File: src/rtl/hrlp_pkg.sv
// ----------------------------------------------------------------------------
// HTTP request length parser package
// Shared widths, byte codes, region codes and result types of the parser.
// ----------------------------------------------------------------------------
`default_nettype none

package hrlp_pkg;

   // Width of the internal length value and body counter.
   localparam int LENGTH_WIDTH = 24;
   // Width of the length and count fields on the result channel.
   localparam int OUT_WIDTH = 24;
   localparam logic [LENGTH_WIDTH-1:0] LENGTH_MAX = {LENGTH_WIDTH{1'b1}};

   localparam logic [7:0] CHAR_CR    = 8'h0D;
   localparam logic [7:0] CHAR_LF    = 8'h0A;
   localparam logic [7:0] CHAR_COLON = 8'h3A;
   localparam logic [7:0] CHAR_SPACE = 8'h20;
   localparam logic [7:0] CHAR_TAB   = 8'h09;
   localparam logic [7:0] CHAR_VT    = 8'h0B;
   localparam logic [7:0] CHAR_FF    = 8'h0C;
   localparam logic [7:0] CHAR_PLUS  = 8'h2B;
   localparam logic [7:0] CHAR_MINUS = 8'h2D;
   localparam logic [7:0] CHAR_ZERO  = 8'h30;
   localparam logic [7:0] CHAR_NINE  = 8'h39;

   localparam logic [3:0] KEY_LEN = 4'd14;

   typedef enum logic [2:0] {
      REGION_LINE  = 3'd0,
      REGION_KEY   = 3'd1,
      REGION_VALUE = 3'd2,
      REGION_BODY  = 3'd3,
      REGION_DONE  = 3'd4
   } region_type;

   typedef enum logic [1:0] {
      PHASE_BLANK  = 2'd0,
      PHASE_DIGITS = 2'd1,
      PHASE_STOP   = 2'd2
   } phase_type;

   typedef struct packed {
      phase_type               phase;
      logic [LENGTH_WIDTH-1:0] accum;
      logic                    sign;
   } value_state_type;

   typedef struct packed {
      region_type           region;
      logic                 header_end;
      logic [OUT_WIDTH-1:0] content_length;
      logic                 length_negative;
      logic [OUT_WIDTH-1:0] body_count;
      logic                 request_done;
   } result_type;

   // Lower-case header key that arms the length parse.
   function automatic logic [7:0] key_char(input logic [3:0] pos);
      logic [7:0] c;
      unique case (pos)
         4'd0:    c = 8'h63; // c
         4'd1:    c = 8'h6F; // o
         4'd2:    c = 8'h6E; // n
         4'd3:    c = 8'h74; // t
         4'd4:    c = 8'h65; // e
         4'd5:    c = 8'h6E; // n
         4'd6:    c = 8'h74; // t
         4'd7:    c = 8'h2D; // -
         4'd8:    c = 8'h6C; // l
         4'd9:    c = 8'h65; // e
         4'd10:   c = 8'h6E; // n
         4'd11:   c = 8'h67; // g
         4'd12:   c = 8'h74; // t
         4'd13:   c = 8'h68; // h
         default: c = 8'h00;
      endcase
      return c;
   endfunction

   // Low OUT_WIDTH bits of a length value, zero extended when it is narrower.
   function automatic logic [OUT_WIDTH-1:0] to_out(input logic [LENGTH_WIDTH-1:0] x);
      logic [LENGTH_WIDTH+OUT_WIDTH-1:0] t;
      t = {{OUT_WIDTH{1'b0}}, x};
      return t[OUT_WIDTH-1:0];
   endfunction

endpackage

`default_nettype wire

File: src/rtl/hrlp_value_unit.sv
// ----------------------------------------------------------------------------
// HTTP request length parser value step
// One byte of the atoi style value parse: blanks, sign, saturating digits.
// ----------------------------------------------------------------------------
`default_nettype none

module hrlp_value_unit
   import hrlp_pkg::*;
(
   input  wire logic [7:0]      data_byte,
   input  wire value_state_type cur,
   output value_state_type      nxt
);

   logic                    is_blank;
   logic                    is_digit;
   logic [3:0]              digit_raw;
   logic [LENGTH_WIDTH+3:0] acc_wide;
   logic [LENGTH_WIDTH+3:0] prod;

   assign is_blank = (data_byte == CHAR_SPACE) || (data_byte == CHAR_TAB) ||
                     (data_byte == CHAR_VT) || (data_byte == CHAR_FF);
   assign is_digit = (data_byte >= CHAR_ZERO) && (data_byte <= CHAR_NINE);
   // The ASCII digits sit at 0x30 to 0x39, so the low nibble is the digit value.
   assign digit_raw = data_byte[3:0];
   assign acc_wide  = {4'b0000, cur.accum};
   // Times ten as two shifts, plus the digit.
   assign prod = (acc_wide << 3) + (acc_wide << 1) +
                 {{(LENGTH_WIDTH){1'b0}}, digit_raw};

   always_comb begin
      nxt = cur;
      if (cur.phase != PHASE_STOP) begin
         if (is_digit) begin
            nxt.accum = (prod[LENGTH_WIDTH+3:LENGTH_WIDTH] != 4'b0000) ?
                        LENGTH_MAX : prod[LENGTH_WIDTH-1:0];
            nxt.phase = PHASE_DIGITS;
         end else if (cur.phase == PHASE_BLANK && is_blank) begin
            nxt = cur;
         end else if (cur.phase == PHASE_BLANK &&
                      (data_byte == CHAR_PLUS || data_byte == CHAR_MINUS)) begin
            nxt.sign  = (data_byte == CHAR_MINUS);
            nxt.phase = PHASE_DIGITS;
         end else begin
            nxt.phase = PHASE_STOP;
         end
      end
   end

endmodule

`default_nettype wire

File: src/rtl/hrlp_parser.sv
// ----------------------------------------------------------------------------
// HTTP request length parser state
// Region tracking, key match, length commit and body count for one byte.
// ----------------------------------------------------------------------------
`default_nettype none

module hrlp_parser
   import hrlp_pkg::*;
(
   input  wire logic       clock,
   input  wire logic       reset,
   input  wire logic       in_fire,
   input  wire logic [7:0] data_byte,
   input  wire logic       new_request,
   output result_type      result
);

   region_type              region_ff, region_in;
   logic [3:0]              match_pos_ff, match_pos_in;
   logic                    mismatch_ff, mismatch_in;
   logic                    armed_ff, armed_in;
   value_state_type         value_ff, value_in;
   logic [LENGTH_WIDTH-1:0] length_ff, length_in;
   logic                    negative_ff, negative_in;
   logic [LENGTH_WIDTH-1:0] count_ff, count_in;

   // State as seen by this byte, after an optional new request restart.
   region_type              cur_region;
   logic [3:0]              cur_pos;
   logic                    cur_mismatch;
   logic                    cur_armed;
   value_state_type         cur_value;
   logic [LENGTH_WIDTH-1:0] cur_length;
   logic                    cur_negative;
   logic [LENGTH_WIDTH-1:0] cur_count;

   value_state_type         value_step;
   logic [7:0]              lower_byte;
   logic [LENGTH_WIDTH-1:0] count_inc;
   region_type              out_region;
   logic                    hdr_end;
   logic                    done;

   always_comb begin
      if (new_request) begin
         cur_region   = REGION_LINE;
         cur_pos      = 4'd0;
         cur_mismatch = 1'b0;
         cur_armed    = 1'b0;
         cur_value    = '{phase: PHASE_BLANK, accum: '0, sign: 1'b0};
         cur_length   = '0;
         cur_negative = 1'b0;
         cur_count    = '0;
      end else begin
         cur_region   = region_ff;
         cur_pos      = match_pos_ff;
         cur_mismatch = mismatch_ff;
         cur_armed    = armed_ff;
         cur_value    = value_ff;
         cur_length   = length_ff;
         cur_negative = negative_ff;
         cur_count    = count_ff;
      end
   end

   hrlp_value_unit u_value (
      .data_byte (data_byte),
      .cur       (cur_value),
      .nxt       (value_step)
   );

   assign lower_byte = (data_byte >= 8'h41 && data_byte <= 8'h5A) ?
                       (data_byte + 8'h20) : data_byte;
   assign count_inc  = (cur_count < LENGTH_MAX) ?
                       (cur_count + {{(LENGTH_WIDTH-1){1'b0}}, 1'b1}) : cur_count;

   always_comb begin
      region_in    = cur_region;
      match_pos_in = cur_pos;
      mismatch_in  = cur_mismatch;
      armed_in     = cur_armed;
      value_in     = cur_value;
      length_in    = cur_length;
      negative_in  = cur_negative;
      count_in     = cur_count;
      out_region   = cur_region;
      hdr_end      = 1'b0;
      done         = 1'b0;
      unique case (cur_region)
         REGION_LINE: begin
            if (data_byte == CHAR_LF) begin
               region_in    = REGION_KEY;
               match_pos_in = 4'd0;
               mismatch_in  = 1'b0;
            end
         end
         REGION_KEY: begin
            if (data_byte == CHAR_COLON) begin
               if (!cur_mismatch && cur_pos == KEY_LEN) begin
                  armed_in = 1'b1;
               end
               value_in  = '{phase: PHASE_BLANK, accum: '0, sign: 1'b0};
               region_in = REGION_VALUE;
            end else if (data_byte == CHAR_LF) begin
               hdr_end = 1'b1;
               // A zero length completes the request on this very byte.
               if (cur_length == '0 && !cur_negative) begin
                  done      = 1'b1;
                  region_in = REGION_DONE;
               end else begin
                  region_in = REGION_BODY;
               end
            end else if (cur_pos < KEY_LEN) begin
               if (lower_byte != key_char(cur_pos)) begin
                  mismatch_in = 1'b1;
               end
               match_pos_in = cur_pos + 4'd1;
            end else begin
               mismatch_in = 1'b1;
            end
         end
         REGION_VALUE: begin
            if (data_byte == CHAR_CR) begin
               if (cur_armed) begin
                  armed_in    = 1'b0;
                  length_in   = cur_value.accum;
                  negative_in = cur_value.sign && (cur_value.accum != '0);
               end
            end else if (data_byte == CHAR_LF) begin
               region_in    = REGION_KEY;
               match_pos_in = 4'd0;
               mismatch_in  = 1'b0;
            end else begin
               value_in = value_step;
            end
         end
         REGION_BODY: begin
            count_in = count_inc;
            if (!cur_negative && count_inc == cur_length) begin
               done      = 1'b1;
               region_in = REGION_DONE;
            end
         end
         default: begin
            out_region = REGION_DONE;
            region_in  = REGION_DONE;
         end
      endcase
   end

   always_ff @(posedge clock) begin
      if (reset) begin
         region_ff    <= REGION_LINE;
         match_pos_ff <= 4'd0;
         mismatch_ff  <= 1'b0;
         armed_ff     <= 1'b0;
         value_ff     <= '{phase: PHASE_BLANK, accum: '0, sign: 1'b0};
         length_ff    <= '0;
         negative_ff  <= 1'b0;
         count_ff     <= '0;
      end else if (in_fire) begin
         region_ff    <= region_in;
         match_pos_ff <= match_pos_in;
         mismatch_ff  <= mismatch_in;
         armed_ff     <= armed_in;
         value_ff     <= value_in;
         length_ff    <= length_in;
         negative_ff  <= negative_in;
         count_ff     <= count_in;
      end
   end

   always_comb begin
      result.region          = out_region;
      result.header_end      = hdr_end;
      result.content_length  = to_out(length_in);
      result.length_negative = negative_in;
      result.body_count      = to_out(count_in);
      result.request_done    = done;
   end

endmodule

`default_nettype wire

File: src/rtl/http_request_length_parser_top.sv
// ----------------------------------------------------------------------------
// HTTP request length parser
// Parses a request byte stream and reports region, length and body progress.
// ----------------------------------------------------------------------------
// Usage:
//   The req_ channel carries one request byte per word plus a new_request
//   flag that restarts the parser before that byte. A word is taken at a
//   rising edge with req_valid high and req_stall low.
//   The rsp_ channel returns exactly one result word per request byte: the
//   region the byte was handled in, header_end, the committed content
//   length and its sign flag, the body byte count and request_done.
//   A taken byte has its result word registered and on the rsp_ ports
//   from the cycle after it is taken. One byte is taken per cycle while
//   the receiver does not stall; the whole parse step sits between the
//   parser state and the result register, and its longest path is the
//   times-ten add of the length digit accumulator.
//   When the receiver stalls, the result word holds and req_stall is
//   raised so that no further byte is taken until the word leaves; a byte
//   is still taken in the same cycle in which the waiting word is taken.
//   Reset clears the parser to the request line state and empties the
//   result register.
// ----------------------------------------------------------------------------
`default_nettype none

module http_request_length_parser_top
   import hrlp_pkg::*;
(
   input  wire logic                 clock,
   input  wire logic                 reset,
   input  wire logic                 req_valid,
   output logic                      req_stall,
   input  wire logic [7:0]           req_data_byte,
   input  wire logic                 req_new_request,
   output logic                      rsp_valid,
   input  wire logic                 rsp_stall,
   output logic [2:0]                rsp_region,
   output logic                      rsp_header_end,
   output logic [OUT_WIDTH-1:0]      rsp_content_length,
   output logic                      rsp_length_negative,
   output logic [OUT_WIDTH-1:0]      rsp_body_count,
   output logic                      rsp_request_done
);

   logic       in_fire;
   result_type result;
   result_type result_ff;
   logic       rsp_valid_ff;

   assign req_stall = rsp_valid_ff && rsp_stall;
   assign in_fire   = req_valid && !req_stall;

   hrlp_parser u_parser (
      .clock       (clock),
      .reset       (reset),
      .in_fire     (in_fire),
      .data_byte   (req_data_byte),
      .new_request (req_new_request),
      .result      (result)
   );

   always_ff @(posedge clock) begin
      if (reset) begin
         rsp_valid_ff <= 1'b0;
      end else if (in_fire) begin
         rsp_valid_ff <= 1'b1;
      end else if (!rsp_stall) begin
         rsp_valid_ff <= 1'b0;
      end
   end

   always_ff @(posedge clock) begin
      if (in_fire) begin
         result_ff <= result;
      end
   end

   assign rsp_valid           = rsp_valid_ff;
   assign rsp_region          = result_ff.region;
   assign rsp_header_end      = result_ff.header_end;
   assign rsp_content_length  = result_ff.content_length;
   assign rsp_length_negative = result_ff.length_negative;
   assign rsp_body_count      = result_ff.body_count;
   assign rsp_request_done    = result_ff.request_done;

   // A taken byte always leaves a result word behind it.
   assert property (@(posedge clock) disable iff (reset)
      in_fire |=> rsp_valid_ff)
      else $error("taken byte produced no result word");

   // The header block can only end on a byte seen in a header key.
   assert property (@(posedge clock) disable iff (reset)
      (rsp_valid_ff && rsp_header_end) |-> (rsp_region == REGION_KEY))
      else $error("header end outside a header key");

   // Completion happens at the header end or on a body byte.
   assert property (@(posedge clock) disable iff (reset)
      (rsp_valid_ff && rsp_request_done) |->
         (rsp_header_end || rsp_region == REGION_BODY))
      else $error("request done outside header end or body");

   // A negative length never completes a request.
   assert property (@(posedge clock) disable iff (reset)
      (rsp_valid_ff && rsp_request_done) |-> !rsp_length_negative)
      else $error("request done with negative length");

endmodule

`default_nettype wire

File: config.mk
export PLATFORM = sky130hd
export DESIGN_NAME = http_request_length_parser_top
export DESIGN_NICKNAME = d
export VERILOG_FILES = /design/src/rtl/hrlp_pkg.sv /design/src/rtl/hrlp_value_unit.sv /design/src/rtl/hrlp_parser.sv /design/src/rtl/http_request_length_parser_top.sv
export SDC_FILE = /design/constraint.sdc
export NUM_CORES = 1
export LEC_CHECK = 0
export CAP_MARGIN = 20
export CORE_MARGIN = 5
export CORE_UTILIZATION = 60
export CTS_BUF_LIST = sky130_fd_sc_hd__clkbuf_8
export CTS_CLUSTER_DIAMETER = 80
export DETAILED_ROUTE_END_ITERATION = 10
export DONT_BUFFER_PORTS = 1
export PLACE_DENSITY = 0.76
export SETUP_SLACK_MARGIN = 0.4
export SLEW_MARGIN = 20
export SYNTH_ARGS = -nofsm -noshare
export SYNTH_HDL_FRONTEND = slang
export SYNTH_SLANG_ARGS = --single-unit
File: constraint.sdc
create_clock -name clock -period 6.3 [get_ports clock]
set_input_delay 0.315 -clock clock [delete_from_list [all_inputs] [get_ports clock]]
set_output_delay 0.315 -clock clock [all_outputs]
set_load 0.05 [all_outputs]
==> impl_metrics.yaml <==
power:
  powerDensity_mw_per_mm2: 185
  p_leak_nw: 3.98
  internal-power_mw: 1.38
  total_power_mw: 1.94
  p_clk_share_pct: 37.7
  ir_drop_mv: 0.161
  p_sw_mw: 0.554
  p_comb_share_pct: 7.4
  seqPwrFrac_pct: 55.0
  swShare_pct: 28.6
floorplanning:
  ioPinCount: 69
  die_x_um: 140
  die_area_mm2: 0.0195
  fp.dieH_um: 140
  initial_core_util_pct: 61.0
  coreArea_mm2: 0.0165
  core.rowCount: 47
timing:
  max_clock_freq_ghz: 0.231
  setup_tns_ns: 0
  rsz0062_at_grt: "no"
  fin_crit_ns: 4.33
  setup_viol: 0
  skew_ns: 0.0126
  fin_crit_sh_pct: 68.7
  finalMaxSlewViolations: 0
  hold_viol_final: 0
  tightest_slew_ns: 1.16
  slew_headroom_pct: 21.4
clock_tree:
  clockBufferDepth: 2
  clockRootBuffer: "clkbuf_8"
  cts_inserted_buffers: 17
  insertion_delay_ns: 0.46
  clock-sinks: 140
  cts_tree: "built"
  clkSlewWorstSetupHoldPaths_ns: 0.08
  htreeDepth: 4
synthesis:
  syn_area_per_cell_um2: 7.82
  netlist.area_leader.share_pct: 17.1
  ys_seq_elements: 140
  synth_ff_type: "dfxtp_1"
  synth_cell_types: 75
  ys_seq_area_share_pct: 33.2
  synth-edff-count: 54
  synth_area_leader_cell: "dfxtp_1"
  synth.area.top_cells: "dfxtp_1 17%, edfxtp_1 16%, a21oi_1 7.8%, ha_1 6.3%, nand2_1 5.5%"
  yosys-top-cells-count: "158 x a21oi_1, 148 x nand2_1, 131 x nor2_1"
  synth_warnings: 0
  netlist_instances: 1289
  syn-num-nets: 1354
  netlist_area_mm2: 0.0101
  synth_most_common_cell: "a21oi_1"
  async_flop_share_pct: 0
drt:
  ant_nets: 0
  firstDrtPassIters: 6
  vias: 9539
  drcViolationCount: 0
  routed_via_density: 6.59
  wire_per_inst_um: 19.7
  drt_wl_total_um: 28500
  drt_iter0_markers: 1189
global_routing:
  grt_pass1_vias: 8632
  overflow: 0
  grt_pass1_wl_um: 46400
  grt_usage_pct: 28.8
  antenna_found_initial: 0
  grt_start_max_net_pins: 105
place:
  io_buffer_count: 0
  hpwlAfterDp_um: 19900
  place_area_mm2: 0.0100
  place_congestion: 1.01
outcome:
  outcome: "complete, no violations"
critical_path:
  required_ns: 6.59
  reg2reg_to: "u_parser.value_ff[11]$_SDFFE_PP0P_"
  critPathKind: "flop to flop"
  reg2regPathDepth: 12
  critical_path.max_fanout: 24
  cp-startpoint: "u_parser.value_ff[1]$_SDFFE_PP0P_"
  crit_arrival_ns: 4.62
  reg2reg_from: "u_parser.value_ff[1]$_SDFFE_PP0P_"
  critPathCaptureType: "flop"
  r2r_slack_ns: 1.97
  cp-start-kind: "flop"
run:
  cap_violations: 0
layout:
  antennaDiodeCount: 0
  drive_gt1_share_pct: 5.13
  fin_area_mm2: 0.0105
  nets: 1280
  area_growth_pct: 3.99
hold_path:
  whs_path_depth: 3
  holdCritStartpoint: "req_new_request"
  holdCritPathClass: "input pin to flop"
  hold_end: "u_parser.count_ff[11]$_SDFFE_PP0P_"
[power by group through the flow]
stage / clock network (mW) / logic (mW) / registers, mW
6_report: 0.729 / 0.143 / 1.06
5_1_grt: 0.780 / 0.157 / 1.07
4_1_cts: 0.735 / 0.141 / 1.06
3_5_place_dp: 0 / 0.131 / 1.08
3_3_place_gp: 0 / 0.129 / 1.08
2_1_floorplan: 0 / 0.133 / 1.07
[logic make-up (layout without fill, tap and decap cells)]
| group | after synthesis | count (layout) | share of synthesized area [%] |
|---|---|---|---|
| xor gates and xnor gates | 82 | 82 | 7.13 |
| and+or+nand+nor | 495 | 495 | 24.4 |
| buffers and inverters | 152 | 91 | 5.72 |
| AOI/OAI and AO/OA | 362 | 362 | 22.4 |
| adders and majority gates | 52 | 52 | 6.53 |
| muxes | 6 | 6 | 0.621 |
| DFF | 140 | 140 | 33.2 |
[routing by layer]
metal,global-route usage (%),wire [um],vias up
li1,-,-,4503
met2,43.0,12500,507
met4,10.9,1020,0
met3,5.42,2370,78
met1,41.6,12600,4451
met5,0,0,-
[worst max-delay path, stage by stage, from the launching register on]
cell and delay (ns):
dfxtp_1 0.42, nor2b_1 0.43, xor2_1 0.20, ha_1 0.27
ha_1 0.29, a21oi_1 0.25, o2111ai_1 0.26, a21oi_1 0.24
o211ai_1 0.20, a31oi_1 0.29, o21ai_0 0.20, nor3_4 0.86
a41oi_1 0.24
[final cells by class]
type / instances / area, um2
Clock buffer: 18 / 248
Clock inverter: 14 / 144
Fill cell: 1481 / 6050
Inverter: 47 / 178
Multi-Input combinational cell: 997 / 6180
Sequential cell: 140 / 3340
Tap cell: 220 / 275
Timing Repair Buffer: 12 / 113
[how the worst max path moves through the flow]
stage | end | depth (start not counted) | slack (ns)
after floorplan | u_parser.value_ff[10]$_SDFFE_PP0P_ | 21 | 1.46
after global placement | u_parser.value_ff[15]$_SDFFE_PP0P_ | 14 | 2.09
after detailed placement | u_parser.value_ff[11]$_SDFFE_PP0P_ | 16 | 1.97
after CTS | u_parser.value_ff[11]$_SDFFE_PP0P_ | 12 | 2.05
after global routing | u_parser.value_ff[15]$_SDFFE_PP0P_ | 12 | 1.65
final | u_parser.value_ff[11]$_SDFFE_PP0P_ | 12 | 1.97
[metrics by stage]
stage | setup slack [ns] | cells | util, % | hold WS (ns)
3_5_place_dp | 1.97 | 1414 | 60.8 | 0.397
3_3_place_gp | 2.09 | 1414 | 60.8 | 0.396
2_1_floorplan | 1.46 | 1289 | - | 0.439
5_1_grt | 1.65 | 1448 | 63.4 | 0.0352
6_report | 1.97 | 1448 | 63.4 | 0.0454
4_1_cts | 2.05 | 1448 | 63.4 | 0.0346
[layout by cell type (no fill, tap or decap), types with 25 or more instances in the layout]
cell | netlist | layout
xnor2_1 | 57 | 57
nand2_1 | 148 | 148
inv_1 | 47 | 47
a21oi_1 | 158 | 158
dfxtp_1 | 86 | 86
nand3_1 | 25 | 25
nor2_1 | 131 | 130
o21ai_0 | 37 | 37
nor3_1 | 37 | 36
xor2_1 | 25 | 25
ha_1 | 51 | 51
a31oi_1 | 29 | 29
edfxtp_1 | 54 | 54
a22oi_1 | 27 | 27
[repair_timing]
action	in CTS	in global routing
resized for setup	0	0
hold buffers	2	0
hold endpoints to repair	60	0
setup buffers	0	0
[state kept, by name (all words and copies together) (netlist names), 3 cells and up]
register and cells:
u_parser.value_ff 27, u_parser.region_ff 3, rsp_body_count 24, u_parser.match_pos_ff 4, rsp_content_length 24, u_parser.count_ff 24, rsp_region 3, u_parser.length_ff 24
(Power assumes the default switching activity.)
